--- src/rtl/ssd_pkg.sv ---
// Shared types and constants of the slice stream deframer.
// No dependencies; every other file but ssd_div imports this package.
`default_nettype none

package ssd_pkg;

    // Window geometry.
    localparam int WORD_BYTES = 8;
    localparam int BUF_DEPTH  = 16;

    // Stream marker bytes.
    localparam logic [7:0] BYTE_55 = 8'h55;
    localparam logic [7:0] BYTE_AA = 8'haa;
    localparam logic [7:0] BYTE_FF = 8'hff;

    // Register reset values and indexes.
    localparam logic [7:0]  RATE_RESET      = 8'd12;
    localparam logic [63:0] TIME_MASK_RESET = 64'h0000_00ff_ffff_ffff;
    localparam logic        REG_CLOCK_RATE  = 1'b0;
    localparam logic        REG_TIME_MASK   = 1'b1;

    localparam logic [19:0] USEC_PER_SEC = 20'd1000000;
    // 2^26 modulo one second in microseconds, used to fold high bits down.
    localparam logic [16:0] USEC_FOLD    = 17'd108864;

    // Result kinds.
    localparam logic [2:0] KIND_SLICE        = 3'd0;
    localparam logic [2:0] KIND_BLANK        = 3'd1;
    localparam logic [2:0] KIND_SYNC_KEPT    = 3'd2;
    localparam logic [2:0] KIND_SYNC_DISCARD = 3'd3;
    localparam logic [2:0] KIND_OVERLOAD     = 3'd4;
    localparam logic [2:0] KIND_PART55       = 3'd5;
    localparam logic [2:0] KIND_PARTAA       = 3'd6;

    // Window scan outcomes.
    localparam logic [1:0] ST_WAIT  = 2'd0;
    localparam logic [1:0] ST_PLAIN = 2'd1;
    localparam logic [1:0] ST_WORD  = 2'd2;

    typedef struct packed {
        logic [7:0]  data_byte;
        logic        record_start;
        logic [62:0] record_time_us;
    } t_in;

    typedef struct packed {
        logic [2:0]  word_kind;
        logic [63:0] word_data;
        logic [63:0] time_us;
        logic [62:0] particle_time_us;
        logic [19:0] dead_time_add_us;
        logic        misaligned;
        logic [2:0]  suspect_bytes;
    } t_out;

    // Controller to datapath.
    typedef struct packed {
        logic take;
        logic rec;
        logic push;
        logic cls;
        logic div_start;
        logic div_mod;
        logic time_ld;
        logic dead_ld;
        logic emit;
        logic drop;
    } t_cmd;

    // Datapath to controller.
    typedef struct packed {
        logic [1:0] st;
        logic       slice_ok;
        logic       timed;
        logic       need_dead;
        logic       can_push;
        logic       div_done;
        logic       out_free;
    } t_sts;

endpackage

`default_nettype wire

--- src/rtl/slice_stream_deframer_core.sv ---
// A byte ending a slice passes through the record, push, classify and decode states to emit;
// sync and overload words also wait on the 64-step divider, and overload words that need
// a dead-time correction then wait on the modulo-one-second unit before emit.
// Bytes that give no result return to idle from the push or the decode state.
// One byte is in work at a time; a finished result waits in the output register.
// Reset (i_rst_n low, synchronous) empties the window, drops the next record.
`default_nettype none

module slice_stream_deframer_core
    import ssd_pkg::*;
(
    input  wire logic        i_clk,
    input  wire logic        i_rst_n,
    input  wire logic        i_in_valid,
    output logic             o_in_stall,
    input  wire t_in         i_in_data,
    output logic             o_out_valid,
    input  wire logic        i_out_stall,
    output t_out             o_out_data,
    input  wire logic        i_cfg_we,
    input  wire logic        i_cfg_idx,
    input  wire logic [63:0] i_cfg_data
);

    t_cmd cmd;
    t_sts sts;

    // Sequencer.
    ssd_ctrl u_ctrl (
        .i_clk      (i_clk),
        .i_rst_n    (i_rst_n),
        .i_in_valid (i_in_valid),
        .i_sts      (sts),
        .o_in_stall (o_in_stall),
        .o_cmd      (cmd)
    );

    // Window, arithmetic and result register.
    ssd_datapath u_dp (
        .i_clk       (i_clk),
        .i_rst_n     (i_rst_n),
        .i_in_data   (i_in_data),
        .i_cfg_we    (i_cfg_we),
        .i_cfg_idx   (i_cfg_idx),
        .i_cfg_data  (i_cfg_data),
        .i_out_stall (i_out_stall),
        .i_cmd       (cmd),
        .o_sts       (sts),
        .o_out_valid (o_out_valid),
        .o_out_data  (o_out_data)
    );

endmodule

`default_nettype wire

--- src/rtl/ssd_div.sv ---
// Iterative restoring divider, one quotient bit per cycle.
// Depends on nothing beyond its ports.
`default_nettype none

module ssd_div (
    input  wire logic        i_clk,
    input  wire logic        i_rst_n,
    input  wire logic        i_start,
    input  wire logic [63:0] i_dividend,
    input  wire logic [19:0] i_divisor,
    output logic             o_done,
    output logic [63:0]      o_quotient
);

    localparam int STEPS = 64;
    localparam int CW    = $clog2(STEPS + 1);

    logic [63:0]   r_q;
    logic [19:0]   r_rem;
    logic [19:0]   r_dvs;
    logic [CW-1:0] r_cnt;
    logic          r_busy;
    logic          r_done;
    logic [20:0]   rem_sh;
    logic          ge;
    logic [20:0]   n_rem;

    // One restoring step.
    always_comb begin
        rem_sh = {r_rem, r_q[63]};
        ge     = rem_sh >= {1'b0, r_dvs};
        n_rem  = ge ? (rem_sh - {1'b0, r_dvs}) : rem_sh;
    end

    // Step counter and quotient shift register.
    always_ff @(posedge i_clk) begin
        if (!i_rst_n) begin
            r_busy <= 1'b0;
            r_done <= 1'b0;
            r_cnt  <= '0;
        end else if (i_start) begin
            r_q    <= i_dividend;
            r_rem  <= '0;
            r_dvs  <= i_divisor;
            r_cnt  <= CW'(STEPS);
            r_busy <= 1'b1;
            r_done <= 1'b0;
        end else if (r_busy) begin
            r_q   <= {r_q[62:0], ge};
            r_rem <= n_rem[19:0];
            r_cnt <= r_cnt - 1'b1;
            if (r_cnt == CW'(1)) begin
                r_busy <= 1'b0;
                r_done <= 1'b1;
            end
        end else begin
            r_done <= 1'b0;
        end
    end

    assign o_done      = r_done;
    assign o_quotient  = r_q;

endmodule

`default_nettype wire

--- src/rtl/ssd_datapath.sv ---
// Datapath of the deframer: byte window, scan, time arithmetic, result register.
// Depends on ssd_pkg and ssd_div.
`default_nettype none

module ssd_datapath
    import ssd_pkg::*;
(
    input  wire logic        i_clk,
    input  wire logic        i_rst_n,
    input  wire t_in         i_in_data,
    input  wire logic        i_cfg_we,
    input  wire logic        i_cfg_idx,
    input  wire logic [63:0] i_cfg_data,
    input  wire logic        i_out_stall,
    input  wire t_cmd        i_cmd,
    output t_sts             o_sts,
    output logic             o_out_valid,
    output t_out             o_out_data
);

    typedef struct packed {
        logic [1:0] st;
        logic [2:0] pos;
        logic [2:0] strays;
        logic       slice_ok;
        logic [2:0] kind;
    } t_scan;

    typedef logic [7:0] t_byte;

    // Architectural state.
    logic [7:0]  r_rate;
    logic [63:0] r_mask;
    t_byte       r_buf [BUF_DEPTH];
    logic [4:0]  r_fill;
    logic [2:0]  r_off;
    logic [63:0] r_last;
    logic [63:0] r_first;
    logic        r_first_v;
    logic [62:0] r_prev;
    logic [62:0] r_base;
    logic        r_dropped;
    t_in         r_in;

    // Per-beat working registers.
    logic [1:0]  r_st;
    logic [2:0]  r_kind;
    logic        r_slice_ok;
    logic [63:0] r_word;
    logic [2:0]  r_strays;
    logic        r_mis;
    logic [3:0]  r_dropk;
    logic [63:0] r_t;
    logic [62:0] r_pt;
    logic [19:0] r_dead;
    t_out        r_out;
    logic        r_out_valid;

    // Modulo-one-second unit.
    logic [63:0] r_mx;
    logic [2:0]  r_msh;
    logic        r_mbusy;
    logic        r_mdone;

    // Combinational helpers.
    t_scan       scan;
    logic [3:0]  rec_k;
    logic [3:0]  drop_k;
    t_byte       shifted [BUF_DEPTH];
    logic [4:0]  fill_new;
    logic [63:0] word_at;
    logic        timed;
    logic        div_go;
    logic        mod_go;
    logic        div_done;
    logic [63:0] div_q;
    logic [63:0] div_a;
    logic [19:0] div_b;
    logic [63:0] first_eff;
    logic [63:0] dt;
    logic [54:0] fold_p;
    logic [63:0] fold_x;
    logic [63:0] sub_c;
    t_out        out_next;

    // Scan of the window: classifies from the first buffered byte onwards.
    function automatic t_scan scan_window(input t_byte b[BUF_DEPTH], input logic [4:0] fill);
        t_scan s;
        logic  done;
        t_byte b0;
        t_byte b1;
        t_byte b2;
        s.st       = ST_PLAIN;
        s.pos      = '0;
        s.strays   = '0;
        s.slice_ok = 1'b1;
        s.kind     = KIND_SLICE;
        done       = 1'b0;
        if (int'(fill) < WORD_BYTES) begin
            s.st = ST_WAIT;
            done = 1'b1;
        end
        for (int q = 0; q < WORD_BYTES; q++) begin
            b0 = b[q];
            b1 = b[q + 1];
            b2 = b[q + 2];
            if (!done && (b0 == BYTE_55 || b0 == BYTE_AA)) begin
                if (int'(fill) < q + WORD_BYTES) begin
                    s.st  = ST_WAIT;
                    s.pos = 3'(q);
                    done  = 1'b1;
                end else if (b0 == BYTE_55 && b1 == BYTE_55) begin
                    s.st   = ST_WORD;
                    s.pos  = 3'(q);
                    s.kind = (b2 == BYTE_AA) ? KIND_OVERLOAD : KIND_PART55;
                    done   = 1'b1;
                end else if (b0 == BYTE_AA && b1 == BYTE_AA) begin
                    s.st  = ST_WORD;
                    s.pos = 3'(q);
                    if (b2 == BYTE_AA) begin
                        s.kind = (q == 0) ? KIND_SYNC_KEPT : KIND_SYNC_DISCARD;
                    end else begin
                        s.kind = KIND_PARTAA;
                    end
                    done = 1'b1;
                end else begin
                    if (b0 == BYTE_AA) begin
                        s.slice_ok = 1'b0;
                    end
                    s.strays = s.strays + 3'd1;
                end
            end
        end
        return s;
    endfunction

    always_comb begin
        scan = scan_window(r_buf, r_fill);

        // Bytes discarded at a record boundary: those before a waiting marker.
        rec_k = (!r_dropped && scan.st == ST_WAIT && r_fill >= 5'(WORD_BYTES))
              ? {1'b0, scan.pos} : 4'd0;
        drop_k   = i_cmd.rec ? rec_k : r_dropk;
        fill_new = ({1'b0, drop_k} > r_fill) ? 5'd0 : (r_fill - {1'b0, drop_k});
        for (int i = 0; i < BUF_DEPTH; i++) begin
            shifted[i] = (i + int'(drop_k) < BUF_DEPTH) ? r_buf[4'(i + int'(drop_k))] : r_buf[i];
        end

        // Eight bytes from the scan position, first byte most significant.
        word_at = '0;
        for (int i = 0; i < WORD_BYTES; i++) begin
            word_at = {word_at[55:0], r_buf[4'({1'b0, scan.pos}) + 4'(i)]};
        end

        timed = (r_kind == KIND_OVERLOAD) || (r_kind == KIND_SYNC_KEPT)
             || (r_kind == KIND_SYNC_DISCARD);

        // Divider takes the time word by clock rate; the modulo unit takes a second.
        div_go = i_cmd.div_start && !i_cmd.div_mod;
        mod_go = i_cmd.div_start && i_cmd.div_mod;
        div_a  = r_word & r_mask;
        div_b  = {12'd0, (r_rate == 8'd0) ? 8'd1 : r_rate};

        // Folding step: x = hi * 2^26 + lo is congruent to hi * (2^26 mod 1e6) + lo.
        fold_p = {17'd0, r_mx[63:26]} * {38'd0, USEC_FOLD};
        fold_x = {9'd0, fold_p} + {38'd0, r_mx[25:0]};
        sub_c  = {44'd0, USEC_PER_SEC} << r_msh;

        first_eff = r_first_v ? r_first : div_q;
        dt        = r_t - r_last;

        out_next.word_kind        = r_kind;
        out_next.word_data        = r_word;
        out_next.time_us          = r_t;
        out_next.particle_time_us = r_pt;
        out_next.dead_time_add_us = r_dead;
        out_next.misaligned       = r_mis && timed;
        out_next.suspect_bytes    = r_strays;
    end

    ssd_div u_div (
        .i_clk       (i_clk),
        .i_rst_n     (i_rst_n),
        .i_start     (div_go),
        .i_dividend  (div_a),
        .i_divisor   (div_b),
        .o_done      (div_done),
        .o_quotient  (div_q)
    );

    // Particle time modulo one second: folds while wide, then compare and subtract.
    always_ff @(posedge i_clk) begin
        if (!i_rst_n) begin
            r_mbusy <= 1'b0;
            r_mdone <= 1'b0;
        end else if (mod_go) begin
            r_mx    <= {1'b0, r_pt};
            r_msh   <= 3'd6;
            r_mbusy <= 1'b1;
            r_mdone <= 1'b0;
        end else if (r_mbusy) begin
            if (r_mx[63:26] != '0) begin
                r_mx <= fold_x;
            end else begin
                if (r_mx >= sub_c) begin
                    r_mx <= r_mx - sub_c;
                end
                r_msh <= r_msh - 3'd1;
                if (r_msh == 3'd0) begin
                    r_mbusy <= 1'b0;
                    r_mdone <= 1'b1;
                end
            end
        end else begin
            r_mdone <= 1'b0;
        end
    end

    // Window buffer contents; no reset, read only below the fill count.
    always_ff @(posedge i_clk) begin
        if ((i_cmd.rec && r_in.record_start) || i_cmd.drop) begin
            r_buf <= shifted;
        end else if (i_cmd.push) begin
            r_buf[r_fill[3:0]] <= r_in.data_byte;
        end
    end

    // Control state, configuration and record bookkeeping.
    always_ff @(posedge i_clk) begin
        if (!i_rst_n) begin
            r_rate      <= RATE_RESET;
            r_mask      <= TIME_MASK_RESET;
            r_fill      <= '0;
            r_off       <= '0;
            r_last      <= '0;
            r_first     <= '0;
            r_first_v   <= 1'b0;
            r_prev      <= '0;
            r_base      <= '0;
            r_dropped   <= 1'b1;
            r_out_valid <= 1'b0;
        end else begin
            if (i_cfg_we) begin
                case (i_cfg_idx)
                    REG_CLOCK_RATE: r_rate <= i_cfg_data[7:0];
                    REG_TIME_MASK:  r_mask <= i_cfg_data;
                    default:        r_rate <= r_rate;
                endcase
            end

            if (i_cmd.rec && r_in.record_start) begin
                r_fill    <= fill_new;
                r_off     <= 3'(5'd0 - fill_new);
                r_base    <= r_prev;
                r_prev    <= r_in.record_time_us;
                r_dropped <= (r_prev == '0);
                r_first_v <= 1'b0;
                r_first   <= '0;
            end else if (i_cmd.push) begin
                r_fill <= r_fill + 5'd1;
            end else if (i_cmd.drop) begin
                r_fill <= fill_new;
                r_off  <= r_off + 3'(drop_k);
            end

            if (i_cmd.time_ld && !r_first_v) begin
                r_first   <= div_q;
                r_first_v <= 1'b1;
            end

            if (i_cmd.emit && timed) begin
                r_last <= r_t;
            end

            if (i_cmd.emit) begin
                r_out_valid <= 1'b1;
            end else if (!i_out_stall) begin
                r_out_valid <= 1'b0;
            end
        end
    end

    // Payload registers for the beat in flight.
    always_ff @(posedge i_clk) begin
        if (i_cmd.take) begin
            r_in <= i_in_data;
        end
        if (i_cmd.cls) begin
            r_st       <= scan.st;
            r_slice_ok <= scan.slice_ok;
            r_word     <= word_at;
            r_strays   <= scan.strays;
            r_t        <= '0;
            r_pt       <= '0;
            r_dead     <= '0;
            r_mis      <= (r_off + scan.pos) != 3'd0;
            if (scan.st == ST_PLAIN) begin
                r_kind  <= (word_at == '1) ? KIND_BLANK : KIND_SLICE;
                r_dropk <= 4'(WORD_BYTES);
            end else begin
                r_kind  <= scan.kind;
                r_dropk <= {1'b0, scan.pos} + 4'(WORD_BYTES);
            end
        end
        if (i_cmd.time_ld) begin
            r_t  <= div_q;
            r_pt <= r_base + 63'(div_q - first_eff);
        end
        if (i_cmd.dead_ld) begin
            r_dead <= (dt < r_mx) ? dt[19:0] : r_mx[19:0];
        end
        if (i_cmd.emit) begin
            r_out <= out_next;
        end
    end

    // Status towards the controller.
    always_comb begin
        o_sts.st        = r_st;
        o_sts.slice_ok  = r_slice_ok;
        o_sts.timed     = timed;
        o_sts.need_dead = (r_kind == KIND_OVERLOAD) && (r_t > r_last);
        o_sts.can_push  = !r_dropped && !r_fill[4];
        o_sts.div_done  = div_done || r_mdone;
        o_sts.out_free  = !r_out_valid || !i_out_stall;
    end

    assign o_out_valid = r_out_valid;
    assign o_out_data  = r_out;

    // The window never holds more than its depth.
    a_fill_bound: assert property (@(posedge i_clk) disable iff (!i_rst_n)
        r_fill <= 5'(BUF_DEPTH))
        else $error("window fill beyond depth");

    // A result is loaded only into a free output register.
    a_emit_free: assert property (@(posedge i_clk) disable iff (!i_rst_n)
        i_cmd.emit |-> (!r_out_valid || !i_out_stall))
        else $error("result overwritten");

    // A loaded result is offered on the next cycle.
    a_emit_valid: assert property (@(posedge i_clk) disable iff (!i_rst_n)
        i_cmd.emit |=> r_out_valid)
        else $error("result lost");

    // A byte is never pushed into a full window.
    a_push_room: assert property (@(posedge i_clk) disable iff (!i_rst_n)
        i_cmd.push |-> !r_fill[4])
        else $error("push into full window");

endmodule

`default_nettype wire

--- src/rtl/ssd_ctrl.sv ---
// Controller of the deframer: sequences one beat through scan, division and output.
// Depends on ssd_pkg.
`default_nettype none

module ssd_ctrl
    import ssd_pkg::*;
(
    input  wire logic i_clk,
    input  wire logic i_rst_n,
    input  wire logic i_in_valid,
    input  wire t_sts i_sts,
    output logic      o_in_stall,
    output t_cmd      o_cmd
);

    typedef enum logic [3:0] {
        S_IDLE, S_REC, S_PUSH, S_CLS, S_DEC, S_DIV, S_TIME, S_CHK, S_MOD, S_DEAD, S_EMIT
    } t_state;

    t_state r_state;
    t_state n_state;

    // Next state and commands.
    always_comb begin
        n_state = r_state;
        o_cmd   = '0;
        case (r_state)
            S_IDLE: begin
                if (i_in_valid) begin
                    o_cmd.take = 1'b1;
                    n_state    = S_REC;
                end
            end
            S_REC: begin
                o_cmd.rec = 1'b1;
                n_state   = S_PUSH;
            end
            S_PUSH: begin
                if (i_sts.can_push) begin
                    o_cmd.push = 1'b1;
                    n_state    = S_CLS;
                end else begin
                    n_state = S_IDLE;
                end
            end
            S_CLS: begin
                o_cmd.cls = 1'b1;
                n_state   = S_DEC;
            end
            S_DEC: begin
                case (i_sts.st)
                    ST_PLAIN: begin
                        if (i_sts.slice_ok) begin
                            n_state = S_EMIT;
                        end else begin
                            o_cmd.drop = 1'b1;
                            n_state    = S_IDLE;
                        end
                    end
                    ST_WORD: begin
                        if (i_sts.timed) begin
                            o_cmd.div_start = 1'b1;
                            n_state         = S_DIV;
                        end else begin
                            n_state = S_EMIT;
                        end
                    end
                    default: n_state = S_IDLE;
                endcase
            end
            S_DIV: begin
                if (i_sts.div_done) begin
                    n_state = S_TIME;
                end
            end
            S_TIME: begin
                o_cmd.time_ld = 1'b1;
                n_state       = S_CHK;
            end
            S_CHK: begin
                if (i_sts.need_dead) begin
                    o_cmd.div_start = 1'b1;
                    o_cmd.div_mod   = 1'b1;
                    n_state         = S_MOD;
                end else begin
                    n_state = S_EMIT;
                end
            end
            S_MOD: begin
                if (i_sts.div_done) begin
                    n_state = S_DEAD;
                end
            end
            S_DEAD: begin
                o_cmd.dead_ld = 1'b1;
                n_state       = S_EMIT;
            end
            S_EMIT: begin
                if (i_sts.out_free) begin
                    o_cmd.emit = 1'b1;
                    o_cmd.drop = 1'b1;
                    n_state    = S_IDLE;
                end
            end
            default: n_state = S_IDLE;
        endcase
    end

    // State register.
    always_ff @(posedge i_clk) begin
        if (!i_rst_n) begin
            r_state <= S_IDLE;
        end else begin
            r_state <= n_state;
        end
    end

    assign o_in_stall = (r_state != S_IDLE);

    // The two divisions are started only from their own states.
    a_div_start: assert property (@(posedge i_clk) disable iff (!i_rst_n)
        o_cmd.div_start |-> (r_state == S_DEC || r_state == S_CHK))
        else $error("division started out of sequence");

    // A new beat is taken only when the previous one is finished.
    a_take_idle: assert property (@(posedge i_clk) disable iff (!i_rst_n)
        o_cmd.take |=> (r_state == S_REC))
        else $error("beat taken outside idle");

    // Every emitted result also retires its bytes.
    a_emit_drop: assert property (@(posedge i_clk) disable iff (!i_rst_n)
        o_cmd.emit |-> o_cmd.drop)
        else $error("result without window advance");

endmodule

`default_nettype wire

--- config.mk ---
export PLATFORM = sky130hd
export DESIGN_NAME = slice_stream_deframer_core
export DESIGN_NICKNAME = d
export VERILOG_FILES = /design/src/rtl/ssd_pkg.sv /design/src/rtl/slice_stream_deframer_core.sv /design/src/rtl/ssd_div.sv /design/src/rtl/ssd_datapath.sv /design/src/rtl/ssd_ctrl.sv
export SDC_FILE = /design/constraint.sdc
export NUM_CORES = 2
export LEC_CHECK = 0
export BUFFER_PORTS_ARGS = -buffer_cell sky130_fd_sc_hd__buf_2
export CORE_ASPECT_RATIO = 1.75
export CORE_MARGIN = 2
export CORE_UTILIZATION = 35
export CTS_CLUSTER_DIAMETER = 30
export DETAILED_ROUTE_END_ITERATION = 16
export HOLD_SLACK_MARGIN = 0.15
export PLACE_DENSITY_LB_ADDON = 0.12
export SLEW_MARGIN = 20
export SYNTH_ARGS = -nofsm -noshare
export SYNTH_HDL_FRONTEND = slang
export SYNTH_SLANG_ARGS = --single-unit
--- constraint.sdc ---
create_clock -name i_clk -period 16.1 [get_ports i_clk]
set_input_delay 2.415 -clock i_clk [delete_from_list [all_inputs] [get_ports i_clk]]
set_output_delay 2.415 -clock i_clk [all_outputs]
set_load 0.01 [all_outputs]
# After elaboration in Yosys (flattened, before gate mapping)
# Index checks and enable logic that the tools add are counted.
dict set report op_classes {
  eq_ne 60
  reduce_logical 107
  mul 1
  order_cmp 56
  shifts 1
  add_sub_neg 43
  bitwise 31
  mux 291
}
# operator count
set op_table {}
lappend op_table {{8-bit binary-select mux with 4-bit select} 24}
lappend op_table {{8-bit two-way mux} 65}
lappend op_table {{32-bit by 6-bit less-than comparator with 1-bit output, second input constant} 15}
lappend op_table {{64-bit two-way mux} 7}
lappend op_table {{63-bit two-way mux} 6}
lappend op_table {{128-bit two-way mux} 2}
lappend op_table {{5-bit two-way mux} 28}
lappend op_table {{128-bit bitwise mux} 1}
lappend op_table {{64-bit subtractor} 2}
lappend op_table {{20-bit two-way mux} 5}
lappend op_table {{12-bit two-way mux} 8}
lappend op_table {{3-bit two-way mux} 31}
lappend op_table {{4-bit two-way mux} 22}
lappend op_table {{8-bit == test, second input constant} 10}
lappend op_table {{4-bit by 5-bit greater-or-equal comparator with 1-bit output, second input constant} 16}
lappend op_table {{8-bit by 7-bit == test with 1-bit output, second input constant} 9}
lappend op_table {{1-bit two-way mux} 72}
lappend op_table {{7-bit two-way mux} 10}
lappend op_table {{64-bit AND} 1}
lappend op_table {{64-bit == test, second input constant} 1}
lappend op_table {{64-bit greater-or-equal comparator} 1}
lappend op_table {{64-bit greater-than comparator} 1}
lappend op_table {{64-bit less-than comparator} 1}
lappend op_table {{4-bit NOT} 16}
lappend op_table {{other kinds (64)} 236}
dict set report word_totals {
  regBits 1153
  output_inout_bits 220
  input_bits 142
  wordCells 650
}

# Logic depth before layout (Yosys ltp)
dict set report logic_depth {
  ltp_word 53
  mapped_depth 30
  depth_no_buf 29
}

# Modules after synthesis
# Synthesis repeated with hierarchy kept, for this count alone.
dict set report unflattened {
  cells_unflattened 8113
  hier_area_um2 79700.2
}
# module cells_per_inst area_per_inst_um2 seq_area_each_um2 n_inst
set by_module_without_submodules {}
lappend by_module_without_submodules {ssd_datapath 7588 73417.9 28056.9 1}
lappend by_module_without_submodules {ssd_div 457 5809.3 3303.2 1}
lappend by_module_without_submodules {ssd_ctrl 68 473.0 80.1 1}

# Least setup slack after synthesis
# OpenSTA, ideal clock, no wires.
dict set report synth_path {
  path_type {input -> register}
  startpoint {input port i_out_stall}
  endpoint {register u_dp.r_buf[72] (netlist bit) (enable)}
  arrival_ns 16.192
  slack_ns -0.480
  required_ns 15.712
  n_path_buf 3
  cell_stages 8
  path_cell_list {a21oi_1 a31oi_1 inv_1 nor2_1 clkbuf_1 buf_1 clkbuf_1 a221oi_1}
}
dict set report synth_between {
  elab_chain_cells 7
  elab_cells_between_ends 8
  classes_between {1 x eq/ne; 2 x mux; 5 x reduce/logical}
}
# element line_no
set synth_lines {}
lappend synth_lines {{start, declared} slice_stream_deframer_core.sv:18} ;# input wire logic i_out_stall,
lappend synth_lines {{1-bit zero test *} n/a}
lappend synth_lines {{1-bit logical OR *} ssd_datapath.sv:325} ;# o_sts.out_free = !r_out_valid || !i_out_stall;
lappend synth_lines {{2-bit two-way mux *} ssd_ctrl.sv:99} ;# if (i_sts.out_free) begin
lappend synth_lines {{1-bit case mux with 2 select lines *} ssd_ctrl.sv:27} ;# case (r_state)
lappend synth_lines {{1-bit logical OR *} ssd_datapath.sv:221} ;# if ((i_cmd.rec && r_in.record_start) || i_cmd.drop) begin
lappend synth_lines {{2-bit by 1-bit != test with 1-bit output (no source line) / 2-bit nonzero test (equally long branches)} n/a}
lappend synth_lines {{2-bit AND reduction (no source line) *} n/a}
lappend synth_lines {{end signal, assigned} ssd_datapath.sv:222} ;# r_buf <= shifted;
lappend synth_lines {{end signal, assigned by index} ssd_datapath.sv:224} ;# r_buf[r_fill[3:0]] <= r_in.data_byte;
lappend synth_lines {{end, declared} ssd_datapath.sv:34} ;# t_byte r_buf [BUF_DEPTH];
# Mark *: on every way between the ends. The rest lies on a longest branch, timed or not.
# A chain may end at the register's enable or synchronous reset.

# Worst setup path in the final report
dict set report layout_path {
  startpoint {register u_dp.r_mx[27]}
  endpoint {register u_dp.r_mx[51], data pin}
}
dict set report layout_between {
  elab_chain_cells 5
  elab_cells_between_ends 8
  classes_between {2 x add/sub; 1 x mul; 4 x mux; 1 x reduce/logical}
}
# element line_no
set layout_lines {}
lappend layout_lines {{start, declared} ssd_datapath.sv:60} ;# logic [63:0] r_mx;
lappend layout_lines {{start signal, assigned} ssd_datapath.sv:197} ;# r_mx <= {1'b0, r_pt};
lappend layout_lines {{start signal, assigned} ssd_datapath.sv:203} ;# r_mx <= fold_x;
lappend layout_lines {{start signal, assigned} ssd_datapath.sv:206} ;# r_mx <= r_mx - sub_c;
lappend layout_lines {{38-bit by 11-bit multiplier with 49-bit output / 64-bit subtractor (equally long branches)} {ssd_datapath.sv:165, ssd_datapath.sv:206}}
lappend layout_lines {{55-bit by 26-bit adder with 56-bit output / 64-bit two-way mux (equally long branches)} {ssd_datapath.sv:166, ssd_datapath.sv:205}}
lappend layout_lines {{64-bit two-way mux *} ssd_datapath.sv:202} ;# if (r_mx[63:26] != '0) begin
lappend layout_lines {{64-bit two-way mux *} ssd_datapath.sv:201} ;# end else if (r_mbusy) begin
lappend layout_lines {{63-bit two-way mux *} ssd_datapath.sv:196} ;# end else if (mod_go) begin
# Mark *: on every way between the ends. The rest lies on a longest branch, timed or not. The select of a mux whose other input is x is not followed.

==> impl_summary.log <==
[metrics] outcome: finished clean
[metrics] Arr. time, crit path: 9.30 ns
[metrics] Worst Path Required: 16.66 ns
[metrics] RSZ-0062 raised after global routing: false
[metrics] flip-flop cell with the highest count after synthesis: sky130_fd_sc_hd__edfxtp_1
[metrics] post-DR wirelength/cell: 32.8 µm
[metrics] netlist area before placement: 76600 µm²
[metrics] kind of start point of the critical path: flip-flop
[metrics] kind of cell adding the most delay to the critical path: adder cells
[metrics] Achievable Freq: 114 MHz
[metrics] post_cts resized: 0
[metrics] setup fix buffers added after clock tree synthesis: 0
[metrics] number of DRC markers in iteration 0: 5274
[metrics] CTS Hold Bufs: 0
[metrics] largest net degree at the start of global routing: 194
[metrics] total core area: 218000 µm²
[metrics] slowest stage delay, CP: 0.87 ns
[metrics] post-route cell area: 90400 µm²
[metrics] die extent in y: 623 µm
[metrics] endpoint type of the worst setup path: flip-flop
[metrics] accumulated negative setup slack: 0 ns
[metrics] proportion of synthesized chip area in sequential cells: 40.6%
[metrics] clock input transition at the sequential cells of the worst setup and hold paths: 0.06 ns
[metrics] Final GP Congestion: 1.11
[metrics] highest fanout seen on the critical path: 8
[metrics] Initial DRT Pass Iterations: 7
[metrics] # IOs: 362
[metrics] hold-critical path depth: 0
[metrics] post-layout minimum cycle time: 8.74 ns
[metrics] cell types occupying the most area after synthesis: sky130_fd_sc_hd__edfxtp_1 (31%), sky130_fd_sc_hd__dfxtp_1 (9.2%), sky130_fd_sc_hd__ha_1 (8.7%)
[metrics] slowest cell on the critical path: sky130_fd_sc_hd__a311oi_1
[metrics] FF+latch count, synth: 1152
[metrics] Total Routing Usage GR: 32.3%
[metrics] chain of cells forming the critical path: inv_1 -> ha_1 -> inv_1 -> fa_1 -> fa_1 -> inv_1 -> fa_1 -> fa_1 -> ha_1 -> a21oi_1 -> o32ai_1 -> a311oi_1 -> nor2_1 -> o311ai_0 -> and3_1 -> nand3_1 -> nor2_1 -> nand4_1 -> nor3_1 -> a21oi_1 -> o31ai_1 -> a21oi_1
[metrics] power per cell area: 110 nW/µm²
[metrics] max-capacitance violation count: 0
[metrics] biggest area consumer among synthesized cells: sky130_fd_sc_hd__edfxtp_1
[metrics] Worst Tran Pin Value: 1.26 ns
[metrics] number of flops mapped to enable cells by yosys: 801
[metrics] post-synthesis cell count: 7682
[metrics] antenna violations before repair: 51
[metrics] Post-Syn Nets: 8560
[metrics] layout cell share with drive strength beyond 1: 14.0%
[metrics] worst supply voltage drop on vdd: 0.000112 V
[metrics] clock tree from TritonCTS: built
[metrics] worst hold start: u_dp.r_dead[0]$_SDFFCE_PN0P_
[metrics] Layout area overhead: 18.0%
[metrics] worst skew pair latency: 0.92 ns
[metrics] initial cell density of the core: 35.1%
[metrics] aggregate global routing overflow: 0
[metrics] wire length of the first global-routing pass: 499 mm
[metrics] clk_skew: 0.0807 ns
[metrics] die outline area: 223000 µm²
[metrics] share of the synthesized area in the top cell type: 31.4%
[metrics] terminating pin of the worst hold path: u_dp.o_out_data[4]$_DFFE_PP_
[metrics] Cell variety after synth: 109
[metrics] Clock H-tree levels: 4
[metrics] Post-Layout Cell Count: 11200
[metrics] setup slack of the most critical reg-to-reg path: 7.36 ns
[metrics] critical register-to-register path startpoint: u_dp.r_mx[27]$_DFFE_PP_
[metrics] WP buf/inv: 3
[metrics] half-perimeter wire length after detailed placement: 287 mm
[metrics] worst slack at placement: 7.17 ns
[metrics] max-slew violation total from the final report: 0
[metrics] count of input and output buffers: 361
[metrics] routed vias/inst: 5.69
[metrics] vias in the first global route: 63700
[metrics] first element of the critical path: u_dp.r_mx[27]$_DFFE_PP_
[metrics] aggregate routed wire length: 366 mm
[metrics] worst relative slew slack: 13.5%
[metrics] Hold Violations, Final: 0
[metrics] Cell Rows: 227
[metrics] type of the worst min-delay path: reg -> reg
[metrics] most prevalent standard cell on the critical path: sky130_fd_sc_hd__fa_1
[metrics] detailed-route DRC error count: 0
[metrics] maximum clock path buffer count: 4
[metrics] critical setup path kind: reg -> reg
[metrics] Final setup viols: 0
[metrics] count of nets after finishing: 8939
[metrics] leakage power of the design: 36.4 nW
[metrics] Mapped Avg Cell Area: 9.97 µm²
[metrics] number of flip-flops in the largest register: 218
[metrics] DRT antenna net count: 0
[metrics] period utilization: 54.3%
[metrics] Post-Place Cell Area: 81900 µm²
[metrics] depth of the most critical reg-to-reg path: 22
[metrics] number of placed instances, taps included: 10700
[metrics] sinks on the clock net: 1152
[metrics] endpoint of the worst-slack reg-to-reg timing path: u_dp.r_mx[51]$_DFFE_PP_
[metrics] number of warning messages in the yosys log: 0
[metrics] root buf cell: sky130_fd_sc_hd__clkbuf_16
[metrics] horizontal die dimension: 358 µm
[metrics] Num CTS Buffers: 241
[metrics] post-route worst setup slack: 7.36 ns
[metrics] proportion of register bits with asynchronous set or reset after synthesis: 0%
[metrics] overall via count from detail_route: 63500
## worst reg2reg max path, stage by stage (launching register included)
cell                       delay, ns
sky130_fd_sc_hd__edfxtp_1       0.56
sky130_fd_sc_hd__inv_1          0.27
sky130_fd_sc_hd__ha_1           0.37
sky130_fd_sc_hd__inv_1          0.06
sky130_fd_sc_hd__fa_1           0.50
sky130_fd_sc_hd__fa_1           0.54
sky130_fd_sc_hd__inv_1          0.05
sky130_fd_sc_hd__fa_1           0.50
sky130_fd_sc_hd__fa_1           0.44
sky130_fd_sc_hd__ha_1           0.36
sky130_fd_sc_hd__a21oi_1        0.34
sky130_fd_sc_hd__o32ai_1        0.19
sky130_fd_sc_hd__a311oi_1       0.88
sky130_fd_sc_hd__nor2_1         0.16
sky130_fd_sc_hd__o311ai_0       0.67
sky130_fd_sc_hd__and3_1         0.27
sky130_fd_sc_hd__nand3_1        0.20
sky130_fd_sc_hd__nor2_1         0.38
sky130_fd_sc_hd__nand4_1        0.29
sky130_fd_sc_hd__nor3_1         0.79
sky130_fd_sc_hd__a21oi_1        0.18
sky130_fd_sc_hd__o31ai_1        0.31
sky130_fd_sc_hd__a21oi_1        0.11
## cell families (layout without fill, tap and decap cells)
group / after synthesis / after routing / synth area share (%)
compound gates: 1685 / 1685 / 13.9
other cells: 0 / 32 / 0
fa+ha+maj: 736 / 736 / 14.0
simple gates: 2146 / 2146 / 12.9
flops: 1152 / 1152 / 40.6
mux: 652 / 652 / 10.1
xor+xnor: 268 / 268 / 3.08
buf+inv: 1043 / 1626 / 5.37
## power breakdown
part           internal [mW]  leakage, nW  switching, mW
logic                  0.425         22.3          0.870
clock network           3.26         4.03           1.92
registers               3.28         10.0          0.182
total                   6.96         36.4           2.97
## routing by layer
metal	part of all wire (%)	GRT usage, %	up-vias
met5	0.0096	0	-
met4	11	29.6	6
met3	5.3	5.77	1082
met2	50	56.2	2557
li1	-	-	28500
met1	34	32.5	31400
## area by class of cell
cell class	count	area, µm²
fill	21600	128000
multi-input combinational	5487	41800
sequential	1152	31100
clock buffer	258	6190
tap	2862	3580
timing repair buffer	494	2880
inverter	685	2580
clock inverter	189	2180
antenna	32	80.1
## worst max-delay path by stage
stage,endpoint,slack (ns),cells after the start
floorplan,u_dp.r_buf[72]$_DFFE_PP_,4.88,8
finish,u_dp.r_mx[51]$_DFFE_PP_,7.36,22
global placement,u_dp.r_dead[6]$_SDFFCE_PN0P_,7.20,27
CTS,u_dp.r_dead[6]$_SDFFCE_PN0P_,7.04,27
global route,u_dp.r_mx[51]$_DFFE_PP_,6.96,22
detailed placement,u_dp.r_dead[6]$_SDFFCE_PN0P_,7.17,27
## Yosys cell counts (49+ instances only)
| master | instances |
|---|---|
| sky130_fd_sc_hd__nand2_1 | 900 |
| sky130_fd_sc_hd__edfxtp_1 | 801 |
| sky130_fd_sc_hd__inv_1 | 681 |
| sky130_fd_sc_hd__ha_1 | 535 |
| sky130_fd_sc_hd__a21oi_1 | 533 |
| sky130_fd_sc_hd__mux2i_1 | 533 |
| sky130_fd_sc_hd__nor2_1 | 474 |
| sky130_fd_sc_hd__o21ai_0 | 379 |
| sky130_fd_sc_hd__dfxtp_1 | 351 |
| sky130_fd_sc_hd__clkbuf_1 | 273 |
| sky130_fd_sc_hd__nand3_1 | 214 |
| sky130_fd_sc_hd__fa_1 | 201 |
| sky130_fd_sc_hd__xnor2_1 | 183 |
| sky130_fd_sc_hd__a21o_1 | 128 |
| sky130_fd_sc_hd__nor3_1 | 108 |
| sky130_fd_sc_hd__mux4_2 | 92 |
| sky130_fd_sc_hd__a22oi_1 | 90 |
| sky130_fd_sc_hd__xor2_1 | 83 |
| sky130_fd_sc_hd__nand4_1 | 63 |
| sky130_fd_sc_hd__o21a_1 | 57 |
| sky130_fd_sc_hd__nor2b_1 | 56 |
| sky130_fd_sc_hd__and3_1 | 54 |
| sky130_fd_sc_hd__nand2b_1 | 49 |
| sky130_fd_sc_hd__o221ai_1 | 49 |
## cells in the final DEF (no fill, tap or decap), types with 25 or more instances in the layout
cell and n:
sky130_fd_sc_hd__mux4_2 92, sky130_fd_sc_hd__nand2b_1 49, sky130_fd_sc_hd__ha_1 533, sky130_fd_sc_hd__edfxtp_1 801, sky130_fd_sc_hd__nand3_1 214, sky130_fd_sc_hd__nand4_1 63
sky130_fd_sc_hd__buf_4 126, sky130_fd_sc_hd__nor4_1 34, sky130_fd_sc_hd__o21a_1 57, sky130_fd_sc_hd__o21ai_0 371, sky130_fd_sc_hd__inv_1 680, sky130_fd_sc_hd__fa_1 201
sky130_fd_sc_hd__clkbuf_16 245, sky130_fd_sc_hd__dfxtp_1 350, sky130_fd_sc_hd__a211oi_1 40, sky130_fd_sc_hd__or2_2 30, sky130_fd_sc_hd__mux2i_1 530, sky130_fd_sc_hd__nor2b_1 54
sky130_fd_sc_hd__a21oi_1 526, sky130_fd_sc_hd__buf_2 361, sky130_fd_sc_hd__o31ai_1 25, sky130_fd_sc_hd__a22oi_1 90, sky130_fd_sc_hd__and3_1 51, sky130_fd_sc_hd__bufinv_16 26
sky130_fd_sc_hd__o22a_1 29, sky130_fd_sc_hd__o21ai_1 44, sky130_fd_sc_hd__a21o_1 128, sky130_fd_sc_hd__xor2_1 83, sky130_fd_sc_hd__a31oi_1 40, sky130_fd_sc_hd__nand2_1 895
sky130_fd_sc_hd__inv_6 44, sky130_fd_sc_hd__nor3_1 103, sky130_fd_sc_hd__diode_2 32, sky130_fd_sc_hd__nor2_1 469, sky130_fd_sc_hd__xnor2_1 181, sky130_fd_sc_hd__clkinvlp_4 26
sky130_fd_sc_hd__o221ai_1 49, sky130_fd_sc_hd__and2_1 29
## per-stage QoR
step	hold WS [ns]	power, mW	util, %
after floorplan	0.400	4.18	-
after global placement	0.401	4.75	37.5
after detailed placement	0.405	4.75	37.5
after CTS	0.393	9.94	41.4
after global routing	0.420	10.2	41.4
final	0.405	9.93	41.5
No activity file was read; power rests on OpenSTA's default activity.
